$ cat config.mk
export PLATFORM = sky130hd
export DESIGN_NAME = dsgf_div
export DESIGN_NICKNAME = d
export VERILOG_FILES = /design/src/sv/direct_sum_gravity_force_macros.svh /design/src/sv/dsgf_pkg.sv /design/src/sv/dsgf_div.sv
export SDC_FILE = /design/constraint.sdc
export NUM_CORES = 1
export LEC_CHECK = 0
export ABC_AREA = 1
export BUFFER_PORTS_ARGS = -buffer_cell sky130_fd_sc_hd__buf_2
export CAP_MARGIN = 20
export CORE_UTILIZATION = 58
export DETAILED_ROUTE_END_ITERATION = 8
export PLACE_DENSITY = 0.82
export SYNTH_ARGS = -nofsm -noshare
export SYNTH_HDL_FRONTEND = slang
export SYNTH_SLANG_ARGS = --single-unit
$ cat constraint.sdc
create_clock -name clk -period 7.9 [get_ports clk]
set_input_delay 0.395 -clock clk [delete_from_list [all_inputs] [get_ports clk]]
set_output_delay 0.395 -clock clk [all_outputs]
set_load 0.005 [all_outputs]
$ cat src/sv/direct_sum_gravity_force_macros.svh
// Assertion macros shared by the gravity force RTL.
// Expects signals named clk and arst_n in the scope of use.
`ifndef DIRECT_SUM_GRAVITY_FORCE_MACROS_SVH
`define DIRECT_SUM_GRAVITY_FORCE_MACROS_SVH

// Same-cycle implication, checked out of reset
`define DSGF_ASSERT_IMP(lbl, ante, cons, msg) \
	lbl: assert property (@(posedge clk) disable iff (!arst_n) (ante) |-> (cons)) \
		else $error(msg);

// Next-cycle implication, checked out of reset
`define DSGF_ASSERT_NXT(lbl, ante, cons, msg) \
	lbl: assert property (@(posedge clk) disable iff (!arst_n) (ante) |=> (cons)) \
		else $error(msg);

`endif

$ cat src/sv/dsgf_pkg.sv
// Types, widths and helpers for the direct-sum gravity force block.
// No dependencies; imported by every module of the block.
`default_nettype none

package dsgf_pkg;

	// Operand and product widths of the shared multiplier lanes
	localparam int LW = 33;
	localparam int PW = 66;
	// Sum of squared distances and its integer root
	localparam int SW = 66;
	localparam int RTW = 33;
	// Divider: remainder/divisor width and quotient register width
	localparam int DRW = 66;
	localparam int QW = 80;
	localparam int STEPW = 7;
	// Component numerator (64-bit quotient times 33-bit distance)
	localparam int NW = 97;
	// Accumulators: force and energy, wide enough for the largest table
	localparam int FW = 82;
	localparam int EW = 98;

	localparam logic [STEPW-1:0] STEPS_64 = 7'd64;
	localparam logic [STEPW-1:0] STEPS_80 = 7'd80;

	// Commands
	localparam logic CMD_LOAD = 1'b0;
	localparam logic CMD_QUERY = 1'b1;

	// Register indexes
	localparam logic [1:0] REG_STAR_COUNT = 2'd0;
	localparam logic [1:0] REG_GRAV_TIMES_TEST_MASS = 2'd1;
	localparam logic [1:0] REG_TEST_MASS = 2'd2;

	// One table entry
	typedef struct packed {
		logic signed [31:0] x;
		logic signed [31:0] y;
		logic signed [31:0] z;
		logic [31:0] m;
	} star_t;

	// Divider request
	typedef struct packed {
		logic start;
		logic [STEPW-1:0] steps;
	} div_ctl_t;

	// Clip a wide signed value to 64 bits; the top bit flags clipping
	function automatic logic [64:0] sat_clip(input logic [EW-1:0] a);
		logic hi_ones;
		logic hi_zeros;
		hi_ones = &a[EW-1:63];
		hi_zeros = ~|a[EW-1:63];
		if (hi_ones || hi_zeros)
			return {1'b0, a[63:0]};
		else if (a[EW-1])
			return {1'b1, 64'h8000_0000_0000_0000};
		else
			return {1'b1, 64'h7FFF_FFFF_FFFF_FFFF};
	endfunction

endpackage

`default_nettype wire

$ cat src/sv/dsgf_div.sv
// Restoring divider, one quotient bit per cycle, step count set per request.
// Depends on dsgf_pkg for widths and the request struct.
`default_nettype none

module dsgf_div
	import dsgf_pkg::*;
(
	input  wire logic clk,
	input  wire logic arst_n,
	input  wire div_ctl_t ctl,
	input  wire logic [DRW-1:0] rem0,
	input  wire logic [QW-1:0] num,
	input  wire logic [DRW-1:0] divisor,
	output logic busy,
	output logic [QW-1:0] quo
);

	logic [STEPW-1:0] cnt_q;
	logic [DRW-1:0] rem_q;
	logic [DRW-1:0] d_q;
	logic [QW-1:0] num_q;
	logic [QW-1:0] quo_q;
	logic [DRW:0] trial;
	logic [DRW:0] diff;
	logic ge;

	assign busy = (cnt_q != '0);
	assign quo = quo_q;

	// Shift in the next numerator bit and try the subtraction
	assign trial = {rem_q, num_q[QW-1]};
	assign diff = trial - {1'b0, d_q};
	assign ge = (trial >= {1'b0, d_q});

	// Step counter
	always_ff @(posedge clk or negedge arst_n) begin
		if (!arst_n) begin
			cnt_q <= '0;
		end else if (ctl.start) begin
			cnt_q <= ctl.steps;
		end else if (busy) begin
			cnt_q <= cnt_q - STEPW'(1);
		end
	end

	// Load operands, then advance one bit a cycle
	always_ff @(posedge clk) begin
		if (ctl.start) begin
			rem_q <= rem0;
			d_q <= divisor;
			num_q <= num;
			quo_q <= '0;
		end else if (busy) begin
			rem_q <= ge ? diff[DRW-1:0] : trial[DRW-1:0];
			num_q <= {num_q[QW-2:0], 1'b0};
			quo_q <= {quo_q[QW-2:0], ge};
		end
	end

endmodule

`default_nettype wire

Word level (Yosys, flattened, before mapping)
Index checks and enable logic that the tools add are counted.
{"block": "word_totals", "mem_bits_rw": 0, "mem_bits_ro": 0, "wordCells": 17, "memories": 0, "output_inout_bits": 81, "register_bits": 299, "latchBits": 0, "inputBits": 222}
{"block": "classes", "div_mod_pow": 0, "n_lt_le_gt_ge": 1, "bitwise_logic": 0, "shift": 0, "n_eq_ne": 0, "n_mux": 7, "reduce_logical": 2, "multipliers": 0, "addsub": 2}
{"cell": "$mux W66", "count": 3}
{"cell": "$mux W80", "count": 2}
{"cell": "$ge A67 B66 Y1", "count": 1}
{"cell": "$sub A66 B66 Y66", "count": 1}
{"cell": "$mux W7", "count": 2}
{"cell": "$reduce_bool A7 Y1", "count": 1}
{"cell": "$sub A7 B1 Y7 const B", "count": 1}
{"cell": "$reduce_bool A2 Y1", "count": 1}

Longest topological paths before layout
{"block": "logic_depth", "ltp_word": 4, "depth_mapped": 19, "ltp_nobuf": 19}

Least setup slack after synthesis
Ideal clock, no wire load.
{"block": "synth_timing", "path_kind": "reg-to-reg", "start": "register cnt_q[0]", "end": "register num_q[0] (enable)", "arrival_time_ps": 5228, "stages_incl_launch_ff": 11, "n_path_buf": 1, "required_ps": 7332, "period_less_slack_ps": 5796, "setup_time_ps": 568, "slack_ps": 2104, "cell_sequence": "dfrtp_1 -> inv_1 -> ha_1 -> nand2_1 -> nor3_1 -> inv_1 -> nor2_1 -> inv_1 -> nor2_1 -> inv_2 -> clkbuf_1"}
{"block": "synth_via", "elab_chain_cells": 2}
{"item": "start, declared", "line_no": "dsgf_div.sv:18", "source": "logic [STEPW-1:0] cnt_q;"}
{"item": "start signal, assigned", "line_no": "dsgf_div.sv:40", "source": "cnt_q <= ctl.steps;"}
{"item": "start signal, assigned", "line_no": "dsgf_div.sv:42", "source": "cnt_q <= cnt_q - STEPW'(1);"}
{"item": "$reduce_bool A7 Y1", "line_no": "dsgf_div.sv:27", "source": "assign busy = (cnt_q != '0);"}
{"item": "named net busy", "line_no": "dsgf_div.sv:14", "source": "output logic busy,"}
{"item": "$reduce_bool A2 Y1 (no line)"}
{"item": "end signal, assigned", "line_no": "dsgf_div.sv:51", "source": "num_q <= num;"}
{"item": "end signal, assigned", "line_no": "dsgf_div.sv:55", "source": "num_q <= {num_q[QW-2:0], 1'b0};"}
{"item": "end, declared", "line_no": "dsgf_div.sv:21", "source": "logic [QW-1:0] num_q;"}
The timed path passes the listed nets, and every way through them passes these cells.
A chain may end at the register's enable or synchronous reset.

Final worst setup path
{"block": "layout_timing", "start": "register rem_q[15]", "end": "register rem_q[55] (data pin)"}
{"block": "layout_via", "elab_chain_cells": 4, "elab_cells_between_ends": 5, "classes_between": "add/sub (1); order compare (1); mux (3)"}
{"item": "start, declared", "line_no": "dsgf_div.sv:19", "source": "logic [DRW-1:0] rem_q;"}
{"item": "start signal, assigned", "line_no": "dsgf_div.sv:49", "source": "rem_q <= rem0;"}
{"item": "start signal, assigned", "line_no": "dsgf_div.sv:54", "source": "rem_q <= ge ? diff[DRW-1:0] : trial[DRW-1:0];"}
{"item": "$sub A66 B66 Y66 / $ge A67 B66 Y1 (equally long branches)", "line_no": "dsgf_div.sv:32, dsgf_div.sv:33"}
{"item": "$mux W66 (*)", "line_no": "dsgf_div.sv:54"}
{"item": "$mux W66 (*)", "line_no": "dsgf_div.sv:53", "source": "end else if (busy) begin"}
{"item": "$mux W66 (*)", "line_no": "dsgf_div.sv:48", "source": "if (ctl.start) begin"}
Mark *: on every way between the ends. The rest lies on a longest branch, timed or not. The select of a mux whose other input is x is not followed.

==> run_results.csv <==
group,metric,value,unit
run_status,status,"completed",
critical_path,cp-start-kind,"register",
cts,cts_made_buffers,31,
critical_path,path_common_cell,"nand2_1",
global_routing,antenna_found_initial,8,
cts,cts_resized,0,
power,swShare,43.7,%
layout,finalNetCount,3144,
logic_synthesis,synth_area_leaders,"edfxtp_1, nand2_1, inv_1, dfxtp_1, ha_1",
placed_design,dp.final_hpwl,41.3,mm
cts,clock_sinks,299,
power,power_density,332,nW/um^2
logic_synthesis,synth_largest_area_cell,"edfxtp_1",
floorplan,rows,65,
critical_path,worstPathRequired,8360,ps
timing,rsz0062_at_grt,"false",
logic_synthesis,synth_cell_types,45,
logic_synthesis,syn_avg_cell_area,7.40,um^2
global_routing,grt_overflow,0,
detailed_routing,via_per_inst,5.22,
logic_synthesis,yosysMostFrequentCell,"nand2_1",
cts,clock_latency,610,ps
power,ir_worst_vdd,0.237,mV
timing,skew,26.2,ps
cts,clkTransAtPathRegs,60,ps
layout,fillers,2590,
detailed_routing,drc,0,
global_routing,grt_max_degree,118,
timing,fmax,250,MHz
detailed_routing,drt_first_pass_iters,7,
logic_synthesis,synth.top_cells.by_count,"nand2_1, inv_1, edfxtp_1",
floorplan,fp.dieW,181,um
logic_synthesis,ys_warn_count,0,
logic_synthesis,synth_top_area_share,34.2,%
logic_synthesis,synth_edf_count,212,
detailed_routing,wire_per_inst,17.1,um
floorplan,core,31600,um^2
critical_path,worstSetupPathType,"reg2reg",
critical_path,crit_slowest_cell,"nand2_4",
timing,period_needed,4000,ps
logic_synthesis,syn-num-nets,2806,
timing,final_hold_viol_count,0,
power,p_comb_share,50.2,%
detailed_routing,num_vias,17200,
floorplan,start_util,59.0,%
logic_synthesis,ys_seq_area_share,43.7,%
layout,drive_above_1_share,16.5,%
critical_path,arrival,4450,ps
power,pwr-share-seq,29.1,%
placed_design,io_buffers,302,
power,clkPwrFrac,20.7,%
floorplan,dieArea,32800,um^2
logic_synthesis,synth_area,18600,um^2
layout,area_growth,18.1,%
detailed_routing,drtIter0Drc,1227,
layout,design_area,22000,um^2
timing,slew_violations,0,
cts,clockRootBuffer,"clkbuf_16",
global_routing,grt_usage,34.0,%
timing,final.setup.tns,0,ps
cts,cts_tree,"yes",
detailed_routing,ant_nets,0,
logic_synthesis,synthCells,2516,
floorplan,ioPinCount,303,
timing,maxSlewHeadroom,26.7,%
placed_design,placedInstanceArea,20300,um^2
global_routing,grt_pass1_vias,16900,
logic_synthesis,synthArstFlopShare,2.34,%
floorplan,die_h,181,um
cts,cts_buffer_depth,3,
timing,setup_violations,0,
critical_path,cp-end-kind,"register",
cts,h-tree-depth,1,
power,p_leak,11.4,nW
timing,worst_pin_slew,1100,ps
min_path,hold_class,"in2reg",
detailed_routing,routed_wl,56.2,mm
critical_path,crit_path_max_fanout,67,
logic_synthesis,ys_ff_latch,299,
power,internal-power,4.11,mW
global_routing,grt_pass1_wl,87.8,mm
logic_synthesis,synthFlopType,"edfxtp_1",
timing,period_share,50.6,%
placed_design,routabilityCongestion,0.982,
critical_path,slowest_delay,750,ps
power,power.switching,3.20,mW
job,max-cap-violations,0,
critical_path,crit_path_cell_trace,"ha_1 > nand2_1 > inv_2 > nand2_1 > inv_1 > nand2_1 > nand2_1 > clkinv_1 > nand3_2 > nand2_1 > nand3_2 > nand2_2 > buf_4 > nand2_4 > nand2_1 > nand3_1 > nand2_1",
## layer usage
layer / up-vias / wire [um] / GRT usage (%)
li1: 8546 / - / -
met1: 7861 / 23400 / 43.4
met2: 643 / 26800 / 58.2
met3: 115 / 3950 / 5.54
met4: 4 / 2010 / 12.2
met5: - / 31 / 0
## placed cells by master (no fill, tap or decap), types with 4 or more instances in the layout
cell | netlist | layout
a21oi_1 | 52 | 52
clkbuf_1 | 36 | 4
o21ai_0 | 18 | 18
dlygate4sd3_1 | 0 | 65
nand3_2 | 28 | 28
nand2_1 | 994 | 994
buf_4 | 4 | 7
diode_2 | 0 | 5
nand4_1 | 7 | 7
inv_1 | 441 | 440
inv_2 | 21 | 20
clkbuf_4 | 0 | 5
ha_1 | 67 | 67
xnor2_1 | 41 | 41
nor2_2 | 14 | 14
nand2_2 | 38 | 38
dfxtp_1 | 80 | 80
nand3_1 | 103 | 103
clkinv_2 | 0 | 5
edfxtp_1 | 212 | 212
dfrtp_1 | 7 | 7
nor3_1 | 8 | 8
nor2_1 | 128 | 128
o22ai_1 | 78 | 78
clkbuf_16 | 0 | 31
buf_2 | 10 | 301
nor2_4 | 5 | 5
nand3b_1 | 78 | 78
## metrics by stage
stage	hold slack, ps	instances	power [mW]	util [%]	setup slack [ps]
5_1_grt	18.6	3286	7.79	69.7	3670
2_1_floorplan	99.4	2516	4.83	-	2100
6_report	22.4	3286	7.31	69.7	3900
4_1_cts	9.03	3280	7.27	69.6	3940
3_5_place_dp	235	3157	5.73	64.2	3970
3_3_place_gp	237	3157	5.67	64.2	4130
## path summary, 6_finish.rpt
| check | end | depth (start not counted) | start | slack [ps] |
|---|---|---|---|---|
| setup / recovery | rem_q[55] | 17 | rem_q[15] | 3900 |
| hold / removal | cnt_q[5] | 3 | ctl[5] | 20 |
| setup reg to reg | rem_q[55] | 17 | rem_q[15] | 3900 |
| hold reg to reg | quo[79] | 2 | quo[79] | 470 |
| max in group asynchronous | cnt_q[5] | 2 | arst_n | 7520 |
| min in group asynchronous | cnt_q[4] | 2 | arst_n | 210 |
## power groups by stage
stage / sequential [mW] / clock (mW) / combinational (mW)
after floorplan: 2.11 / 0 / 2.73
after global placement: 2.14 / 0 / 3.53
after detailed placement: 2.14 / 0 / 3.59
after CTS: 2.12 / 1.52 / 3.63
after global routing: 2.15 / 1.58 / 4.07
final: 2.13 / 1.51 / 3.67
## flip-flops by register name, summed over array words and instances, names as in the netlist
signal and count:
cnt_q 7, d_q 66, num_q 80, quo 80, rem_q 66
## critical path: cells and delay by family, from the launching register on
| family | cells | cell delay [ps] |
|---|---|---|
| adders and majority gates | 1 | 370 |
| DFF | 1 | 400 |
| buffers and inverters | 4 | 790 |
| and+or+nand+nor | 12 | 2180 |
## repair_timing
item	CTS	global route
endpoints found under the hold margin	71	0
buffers inserted	0	0
setup endpoints to repair	0	0
hold buffers	65	0
## logic make-up (layout without fill, tap and decap cells)
logic type	after synthesis	in the layout	share of synthesized area, %
compound gates	163	163	5.09
buf+inv	533	896	11.7
flops	299	299	43.7
other cells	0	5	0
xor+xnor	43	43	2.02
fa+ha+maj	68	68	4.61
simple gates	1410	1410	32.9
## layout make-up
type                            instances  area [um^2]  area share (%)
Multi-Input combinational cell       1684         8310            37.7
Clock inverter                         16          188           0.853
Inverter                              463         1750            7.94
Sequential cell                       299         8140            37.0
Clock buffer                           42          856            3.89
Antenna cell                            5         12.5          0.0569
Timing Repair Buffer                  375         2250            10.2
Tap cell                              402          503            2.29
Note: power is estimated with default switching activity, not from simulation.
