<file path="config.mk">
export PLATFORM = sky130hd
export DESIGN_NAME = dsgf_isqrt
export DESIGN_NICKNAME = d
export VERILOG_FILES = /design/src/sv/direct_sum_gravity_force_macros.svh /design/src/sv/dsgf_pkg.sv /design/src/sv/dsgf_isqrt.sv
export SDC_FILE = /design/constraint.sdc
export NUM_CORES = 1
export LEC_CHECK = 0
export ABC_AREA = 1
export BUFFER_PORTS_ARGS = -buffer_cell sky130_fd_sc_hd__buf_4
export CORE_ASPECT_RATIO = 0.9
export CORE_MARGIN = 2
export CORE_UTILIZATION = 45
export CTS_CLUSTER_SIZE = 14
export DETAILED_ROUTE_END_ITERATION = 16
export SYNTH_ARGS = -nofsm -noshare
export SYNTH_HDL_FRONTEND = slang
export SYNTH_SLANG_ARGS = --single-unit
</file>
<file path="constraint.sdc">
create_clock -name clk -period 7.1 [get_ports clk]
set_clock_uncertainty 0.15 [all_clocks]
set_input_delay 0.355 -clock clk [delete_from_list [all_inputs] [get_ports clk]]
set_output_delay 0.355 -clock clk [all_outputs]
set_load 0.02 [all_outputs]
</file>
<file path="src/sv/direct_sum_gravity_force_macros.svh">
// Assertion macros shared by the gravity force RTL.
// Expects signals named clk and arst_n in the scope of use.
`ifndef DIRECT_SUM_GRAVITY_FORCE_MACROS_SVH
`define DIRECT_SUM_GRAVITY_FORCE_MACROS_SVH

// Same-cycle implication, checked out of reset
`define DSGF_ASSERT_IMP(lbl, ante, cons, msg) \
	lbl: assert property (@(posedge clk) disable iff (!arst_n) (ante) |-> (cons)) \
		else $error(msg);

// Next-cycle implication, checked out of reset
`define DSGF_ASSERT_NXT(lbl, ante, cons, msg) \
	lbl: assert property (@(posedge clk) disable iff (!arst_n) (ante) |=> (cons)) \
		else $error(msg);

`endif

</file>
<file path="src/sv/dsgf_pkg.sv">
// Types, widths and helpers for the direct-sum gravity force block.
// No dependencies; imported by every module of the block.
`default_nettype none

package dsgf_pkg;

	// Operand and product widths of the shared multiplier lanes
	localparam int LW = 33;
	localparam int PW = 66;
	// Sum of squared distances and its integer root
	localparam int SW = 66;
	localparam int RTW = 33;
	// Divider: remainder/divisor width and quotient register width
	localparam int DRW = 66;
	localparam int QW = 80;
	localparam int STEPW = 7;
	// Component numerator (64-bit quotient times 33-bit distance)
	localparam int NW = 97;
	// Accumulators: force and energy, wide enough for the largest table
	localparam int FW = 82;
	localparam int EW = 98;

	localparam logic [STEPW-1:0] STEPS_64 = 7'd64;
	localparam logic [STEPW-1:0] STEPS_80 = 7'd80;

	// Commands
	localparam logic CMD_LOAD = 1'b0;
	localparam logic CMD_QUERY = 1'b1;

	// Register indexes
	localparam logic [1:0] REG_STAR_COUNT = 2'd0;
	localparam logic [1:0] REG_GRAV_TIMES_TEST_MASS = 2'd1;
	localparam logic [1:0] REG_TEST_MASS = 2'd2;

	// One table entry
	typedef struct packed {
		logic signed [31:0] x;
		logic signed [31:0] y;
		logic signed [31:0] z;
		logic [31:0] m;
	} star_t;

	// Divider request
	typedef struct packed {
		logic start;
		logic [STEPW-1:0] steps;
	} div_ctl_t;

	// Clip a wide signed value to 64 bits; the top bit flags clipping
	function automatic logic [64:0] sat_clip(input logic [EW-1:0] a);
		logic hi_ones;
		logic hi_zeros;
		hi_ones = &a[EW-1:63];
		hi_zeros = ~|a[EW-1:63];
		if (hi_ones || hi_zeros)
			return {1'b0, a[63:0]};
		else if (a[EW-1])
			return {1'b1, 64'h8000_0000_0000_0000};
		else
			return {1'b1, 64'h7FFF_FFFF_FFFF_FFFF};
	endfunction

endpackage

`default_nettype wire

</file>
<file path="src/sv/dsgf_isqrt.sv">
// Integer square root, two radicand bits per cycle.
// Depends on dsgf_pkg for widths.
`default_nettype none

module dsgf_isqrt
	import dsgf_pkg::*;
(
	input  wire logic clk,
	input  wire logic arst_n,
	input  wire logic start,
	input  wire logic [SW-1:0] s,
	output logic busy,
	output logic [RTW-1:0] root
);

	localparam int STEPS = SW / 2;
	localparam int CNTW = $clog2(STEPS + 1);
	localparam int REMW = RTW + 3;

	logic [CNTW-1:0] cnt_q;
	logic [SW-1:0] s_q;
	logic [REMW-1:0] rem_q;
	logic [RTW-1:0] root_q;
	logic [REMW+1:0] rem_n;
	logic [REMW+1:0] trial;
	logic ge;

	assign busy = (cnt_q != '0);
	assign root = root_q;

	// Bring down two bits and test root*4+1
	assign rem_n = {rem_q, s_q[SW-1:SW-2]};
	assign trial = (REMW+2)'({root_q, 2'b01});
	assign ge = (rem_n >= trial);

	// Step counter
	always_ff @(posedge clk or negedge arst_n) begin
		if (!arst_n) begin
			cnt_q <= '0;
		end else if (start) begin
			cnt_q <= CNTW'(STEPS);
		end else if (busy) begin
			cnt_q <= cnt_q - CNTW'(1);
		end
	end

	// Digit-by-digit root
	always_ff @(posedge clk) begin
		if (start) begin
			s_q <= s;
			rem_q <= '0;
			root_q <= '0;
		end else if (busy) begin
			s_q <= {s_q[SW-3:0], 2'b00};
			rem_q <= ge ? REMW'(rem_n - trial) : REMW'(rem_n);
			root_q <= {root_q[RTW-2:0], ge};
		end
	end

endmodule

`default_nettype wire

</file>
## After elaboration in Yosys (flattened, before gate mapping)

Cells that the tools add are included.

| cells by class | value |
|---|---|
| add/subtract/negate cells | 2 |
| multiplexer cells | 5 |
| $lt $le $gt $ge | 1 |
| reductions and logical operators | 2 |

Operators by type and width:

| cell | number |
|---|---|
| $mux 66 | 2 |
| $ge 38x35->1 | 1 |
| $mux 36 | 1 |
| $sub 36x35->36 | 1 |
| $mux 6 | 2 |
| $reduce_bool 6->1 | 1 |
| $sub 6x1->6 const B | 1 |
| $reduce_bool 2->1 | 1 |

| storage, ports and cells | value |
|---|---|
| output and inout port bits | 34 |
| input port bits | 69 |
| logic and storage cells | 14 |
| bits in registers | 141 |

## Logic depth before layout (Yosys ltp)

Gate-level depths: netlist of the first run.

| depth | value |
|---|---|
| depth in word-level cells | 3 |
| gate-level depth with buffers | 17 |
| mapped depth without buffers | 16 |

## Worst setup path after synthesis of the first run

OpenSTA, ideal clock, no wires.

| timing path | value |
|---|---|
| path type | reg2reg |
| start | reg cnt_q[0] |
| end | reg s_q[0] (enable) |
| arrival | 3.105 ns |
| required time | 6.493 ns |
| buffers on the path | 1 |
| library setup time | 0.457 ns |
| slack | 3.388 ns |
| period minus slack after synthesis | 3.712 ns |
| cell stages (with the launch flop) | 11 |
| path through | dfrtp_1 > inv_1 > ha_1 > inv_1 > nor3_2 > nand2_1 > nor2_2 > inv_2 > nor2_2 > inv_2 > clkbuf_1 |

| between the ends | value |
|---|---|
| cells in the longest elaborated chain, start to end | 2 |

RTL lines:

| item | line | text |
|---|---|---|
| from (decl) | dsgf_isqrt.sv:20 | `logic [CNTW-1:0] cnt_q;` |
| from (signal assigned) | dsgf_isqrt.sv:41 | `cnt_q <= CNTW'(STEPS);` |
| from (signal assigned) | dsgf_isqrt.sv:43 | `cnt_q <= cnt_q - CNTW'(1);` |
| $reduce_bool 6->1 | dsgf_isqrt.sv:28 | `assign busy = (cnt_q != '0);` |
| net busy | dsgf_isqrt.sv:12 | `output logic busy,` |
| $reduce_bool 2->1 (no line) | n/a |  |
| to (signal assigned) | dsgf_isqrt.sv:50 | `s_q <= s;` |
| to (signal assigned) | dsgf_isqrt.sv:54 | `s_q <= {s_q[SW-3:0], 2'b00};` |
| to (decl) | dsgf_isqrt.sv:21 | `logic [SW-1:0] s_q;` |

The timed path passes the listed nets, and every way through them passes these cells.
A chain may end at the register's enable or synchronous reset.

## Worst setup path after layout of the first run

| timing path | value |
|---|---|
| start | reg root_q[27] (netlist: root[27]) |
| end | reg rem_q[24] |

| between the ends | value |
|---|---|
| cells in the longest elaborated chain, start to end | 2 |

RTL lines:

| item | line | text |
|---|---|---|
| from (decl) | dsgf_isqrt.sv:23 | `logic [RTW-1:0] root_q;` |
| from (signal assigned) | dsgf_isqrt.sv:56 | `root_q <= {root_q[RTW-2:0], ge};` |
| $ge 38x35->1 | dsgf_isqrt.sv:34 | `assign ge = (rem_n >= trial);` |
| $mux 36 | dsgf_isqrt.sv:55 | `rem_q <= ge ? REMW'(rem_n - trial) : REMW'(rem_n);` |
| to (signal assigned) | dsgf_isqrt.sv:55 |  |
| to (decl) | dsgf_isqrt.sv:22 | `logic [REMW-1:0] rem_q;` |

Every way passes these cells.

==> flow_summary.json, run 1 <==
{
  "postPlaceCellArea_sq_mm": 0.009361,
  "p_leak_uw": 0.005030,
  "clock_latency_ns": 0.43,
  "crit_fanout": 39,
  "max-slew-margin-rel_pct": 32.08,
  "grt_pass1_wl_um": 35180,
  "first_pass_iters": 5,
  "cp.required_ns": 7.31,
  "rows": 47,
  "cts_tree": "built",
  "antennaDiodeCount": 0,
  "crit_path_start_kind": "flop",
  "grt_max_degree": 72,
  "htree_levels": 4,
  "ys_seq_area_share_pct": 41.69,
  "totalWireLength_um": 21140,
  "synth_cells": 1197,
  "place_hpwl_um": 15040,
  "power.density_mw_per_mm2": 432.2,
  "nNetsFinal": 1390,
  "rsz0062_at_grt": "no",
  "ir_worst_vdd_uv": 191.8,
  "cts_resized": 0,
  "cp.arrival_ns": 3.49,
  "grtUsageTotal_pct": 22.13,
  "post-route-period-util_pct": 46.14,
  "synth_edf_count": 66,
  "drtIter0Drc": 521,
  "viasPerCell": 4.886,
  "syn_area_per_cell_sq_um": 7.040,
  "yosys-top-cells-count": "nand2_1, inv_1, nand3_1",
  "drt.antenna.violating_nets": 0,
  "wl_per_cell_um": 13.70,
  "synth_top_area_cell": "edfxtp_1",
  "reg2reg_depth": 13,
  "min_path_type": "primary input to flop",
  "io_buffers": 102,
  "cts_max_path_buffers": 2,
  "gp_congestion": 0.9286,
  "worst_slew_pin_slew_ns": 1.016,
  "drc": 0,
  "root_buffer": "clkbuf_16",
  "fp.dieW_um": 148.2,
  "coreArea_sq_mm": 0.01835,
  "synth_area_leaders": "edfxtp_1, nand2_1, dfxtp_1",
  "criticalPathCategory": "flop to flop",
  "ys_dominant_reg_cell": "dfxtp_1",
  "period_minus_slack_ns": 3.276,
  "dieArea_sq_mm": 0.01984,
  "min_path_cells": 3,
  "yosysWarnings": 0,
  "synth_nets": 1302,
  "numCtsBuffers": 17,
  "ios": 103,
  "die_h_um": 133.8,
  "start_util_pct": 45.93,
  "syn_area_sq_mm": 0.008427,
  "antenna_found_initial": 0,
  "fin_tns_setup_ns": 0,
  "synth_top_area_share_pct": 23.52,
  "yosysUniqueCellTypes": 35,
  "synthArstFlopShare_pct": 4.255,
  "n_fill_cell": 1929,
  "cp-end-kind": "flop",
  "grt_overflow": 0,
  "setup_violations": 0,
  "report.final.slew_viol_count": 0,
  "syn2layout_area_growth_pct": 17.88,
  "stdcell_area_sq_mm": 0.009933,
  "drv_cap": 0,
  "cts.sinks": 141,
  "hold_viol_final": 0,
  "status": "complete, no violations",
  "via_count": 7539,
  "fmax_ghz": 0.3053,
  "drive_gt1_share_pct": 12.63,
  "clk_pin_slew_ns": 0.06,
  "ys_seq_elements": 141,
  "synth_most_common_cell": "nand2_1",
  "grt_pass1_vias": 7164
}
## routing by layer
metal  GRT usage [%]  share of wire, %  up-vias
li1                -                 -     3978
met1           30.72                49     3384
met2           35.80                45      158
met3           4.422               4.6       19
met4           5.291               1.3        0
met5               0                 0        -
## where the power goes
| group | total, uW | leakage (uW) | switching [uW] | internal [uW] |
|---|---|---|---|---|
| clock network | 868 | 0.000279 | 379 | 489 |
| logic | 2340 | 0.00338 | 1520 | 823 |
| registers | 1090 | 0.00137 | 77.6 | 1010 |
| total | 4290 | 0.00503 | 1970 | 2320 |
## worst max-delay path, cell delays in order, from the launching register on
cell	delay, ns
dfxtp_1	0.33
inv_1	0.07
ha_1	0.35
inv_1	0.08
o21ai_0	0.12
nor2_1	0.15
nand2_1	0.10
nand2_1	0.08
nand3_2	0.08
nor2_4	0.79
nand2_4	0.49
nand3_1	0.19
nand3_1	0.11
nand2_1	0.09
## registers in the layout (all words and copies together) (netlist names)
signal  cells
root       33
rem_q      36
cnt_q       6
s_q        66
## cell type report
cell class	count	area, sq um	share of cell area [%]
timing repair buffer	107	805.8	8.112
sequential	141	3513	35.37
inverter	168	633.1	6.374
clock buffer	18	429.2	4.320
multi-input combinational	850	4113	41.40
tap	245	306.5	3.086
clock inverter	14	132.6	1.335
## through the flow
step	std cells	hold WS [ns]	power, uW	worst slack, ns	utilization (%)
after floorplan	1197	-0.09059	2910	3.388	-
after global placement	1510	0.01539	3414	3.930	51.02
after detailed placement	1510	0.01441	3412	3.910	51.02
after CTS	1543	0.02198	4295	3.884	54.14
after global routing	1543	0.03721	4683	3.568	54.14
final	1543	0.03435	4294	3.824	54.14
## worst paths after layout
check | startpoint | to | slack, ns
setup reg to reg | root[27]$_SDFFE_PP0P_ | rem_q[24]$_SDFFE_PP0P_ | 3.82
hold / removal | s[0] | s_q[0]$_SDFFCE_PN0P_ | 0.03
min in group asynchronous | arst_n | cnt_q[2]$_DFFE_PN0P_ | 0.14
setup / recovery | root[27]$_SDFFE_PP0P_ | rem_q[24]$_SDFFE_PP0P_ | 3.82
max in group asynchronous | arst_n | cnt_q[4]$_DFFE_PN0P_ | 6.54
hold reg to reg | rem_q[29]$_SDFFE_PP0P_ | rem_q[29]$_SDFFE_PP0P_ | 0.32
## kinds of logic after synthesis
family / Yosys count / synth area share (%)
AND/OR/NAND/NOR: 692 / 34.54
flip-flops: 141 / 41.69
AO/OA/AOI/OAI: 101 / 6.741
buffers and inverters: 206 / 9.503
adder cells (fa/ha/maj): 36 / 5.345
XOR/XNOR: 21 / 2.183
## layout by cell type, fill, tap and decap left out, types with 10 or more instances in the layout
cell,instances
a21oi_1,32
buf_4,106
clkbuf_16,17
dfxtp_1,69
edfxtp_1,66
ha_1,36
inv_1,162
nand2_1,480
nand3_1,94
nand3b_1,15
nor2_1,65
nor3_1,10
o21ai_0,27
o22ai_1,33
xnor2_1,17
## repair_timing
| item | in CTS | in global routing |
|---|---|---|
| endpoints found under the hold margin | 6 | 0 |
| hold buffers | 1 | 0 |
| buffers inserted | 0 | 0 |
Power figures use the tool's default switching activity.
==> inputs of run 2 (changes only) <==
Clock period 7.1 ns to 3.4 ns, I/O delays scaled along.
==> flow_summary.json, run 2 (synthesis results as in run 1) <==
{
  "coreArea_sq_mm": 0.01835,
  "p_leak_uw": 0.005329,
  "rrSetupSlack_ns": 0.54,
  "postPlaceCellArea_sq_mm": 0.009399,
  "first_pass_iters": 5,
  "nNetsFinal": 1467,
  "crit_path_start_kind": "flop",
  "numCtsBuffers": 17,
  "setup_violations": 0,
  "largest_register_ffs": 66,
  "syn2layout_area_growth_pct": 26.80,
  "fin_tns_setup_ns": 0,
  "power.density_mw_per_mm2": 846.1,
  "dieArea_sq_mm": 0.01984,
  "path_depth": 13,
  "ir_worst_vdd_uv": 391.7,
  "antenna_found_initial": 0,
  "cts_hold_buf": 73,
  "grtUsageMet1_pct": 30.29,
  "status": "complete, no violations",
  "cp.arrival_ns": 3.03,
  "cp.required_ns": 3.57,
  "reg2reg_depth": 13,
  "cts_tree": "built",
  "viasPerCell": 4.843,
  "crit_end": "rem_q[23]$_SDFFE_PP0P_",
  "critical-path-max-stage-delay_ns": 0.49,
  "io_buffers": 102,
  "postCtsSetupRepairBufs": 0,
  "r2r_end": "rem_q[23]$_SDFFE_PP0P_",
  "grt.busiest_layer": "met2",
  "root_buffer": "clkbuf_16",
  "p_total_uw": 9041,
  "cts.sinks": 141,
  "path_cells": "inv_1 > ha_1 > nand2_1 > inv_2 > nand2_1 > nor3_1 > nand3_1 > nand3_2 > nand3_4 > nand2_4 > nand3_1 > nand3_1 > nand2_1",
  "cts_resized": 0,
  "grt_pass1_vias": 7751,
  "rsz0062_at_grt": "no",
  "drtIter0Drc": 401,
  "drive_gt1_share_pct": 12.29,
  "worst_slew_pin_slew_ns": 0.8328,
  "grt_overflow": 0,
  "grt_use_met3_pct": 4.320,
  "drc": 0,
  "grt_pass1_wl_um": 37190,
  "rows": 47,
  "holdWs_ns": 0.2034,
  "clk_pin_slew_ns": 0.07,
  "grtUsageTotal_pct": 23.28,
  "report.final.slew_viol_count": 0,
  "drv_cap": 0,
  "stdcell_area_sq_mm": 0.01069,
  "final_common_cell": "nand2_1",
  "period_minus_slack_ns": 2.863,
  "antennaDiodeCount": 0,
  "fp.dieW_um": 148.2,
  "start_util_pct": 45.93,
  "grtUsageMet2_pct": 39.51,
  "grt_max_degree": 67,
  "slowest_stage": "nand2_4",
  "htree_levels": 4,
  "max-slew-margin-rel_pct": 44.48,
  "place_hpwl_um": 15530,
  "wl_per_cell_um": 13.83,
  "crit_fanout": 39,
  "utilization_pct": 58.24,
  "min_path_type": "primary input to flop",
  "regMostFlops": "s_q",
  "post-route-period-util_pct": 84.22,
  "fmax_ghz": 0.3492,
  "die_h_um": 133.8,
  "cp-end-kind": "flop",
  "ios": 103,
  "via_count": 7845,
  "most-common-layout-cells": "nand2_1, inv_1, buf_4",
  "hold_viol_final": 0,
  "clock_latency_ns": 0.43,
  "cts_max_path_buffers": 2,
  "totalWireLength_um": 22400,
  "critical-path-top-delay-family": "simple AND/OR/NAND/NOR gates",
  "drt.antenna.violating_nets": 0,
  "gp_congestion": 0.9252,
  "criticalPathCategory": "flop to flop",
  "startpoint": "root[8]$_SDFFE_PP0P_",
  "worst-path-buf-inv": 2,
  "r2r-start": "root[8]$_SDFFE_PP0P_"
}
run 2: where the power goes:
part           switching, uW  leakage [uW]  internal [uW]
sequential               165       0.00137           2110
combinational           3200       0.00370           1780
clock                    820      0.000261            960
total                   4190       0.00533           4850
run 2: stage by stage:
stage | setup slack [ns] | instances
after floorplan | 0.6580 | 1197
after global placement | 0.6112 | 1515
after detailed placement | 0.5458 | 1515
after CTS | 0.5235 | 1620
after global routing | 0.2567 | 1620
final | 0.5366 | 1620
run 2: per-layer routing:
layer  share of wire (%)  vias to the layer above
met4                 1.7                        0
li1                    -                     4132
met5                   0                        -
met3                 4.4                       29
met2                  47                      177
met1                  47                     3507
run 2: area by class of cell:
class                      instances  area, sq um
clock buffer                      18        429.2
clock inverter                    14        126.4
fill                            1780         7662
inverter                         168        633.1
multi-input combinational        850         4113
sequential                       141         3513
tap                              245        306.5
timing repair buffer             184         1564
run 2: worst min-delay path: cells and delay by family:
family                 cells  cell delay [ns]
and+or+nand+nor            3             0.20
buffers and inverters      2             0.36
run 2: worst min path at each step:
stage / from / end / slack [ns] / depth (start not counted)
finish: start / rem_q[0]$_SDFFE_PP0P_ / 0.20 / 5
global route: start / rem_q[34]$_SDFFE_PP0P_ / 0.23 / 5
CTS: start / rem_q[34]$_SDFFE_PP0P_ / 0.20 / 5
detailed placement: arst_n / cnt_q[5]$_DFFE_PN0P_ / -0.17 / 1
global placement: arst_n / cnt_q[5]$_DFFE_PN0P_ / -0.17 / 1
floorplan: arst_n / cnt_q[0]$_DFFE_PN0P_ / -0.28 / 0
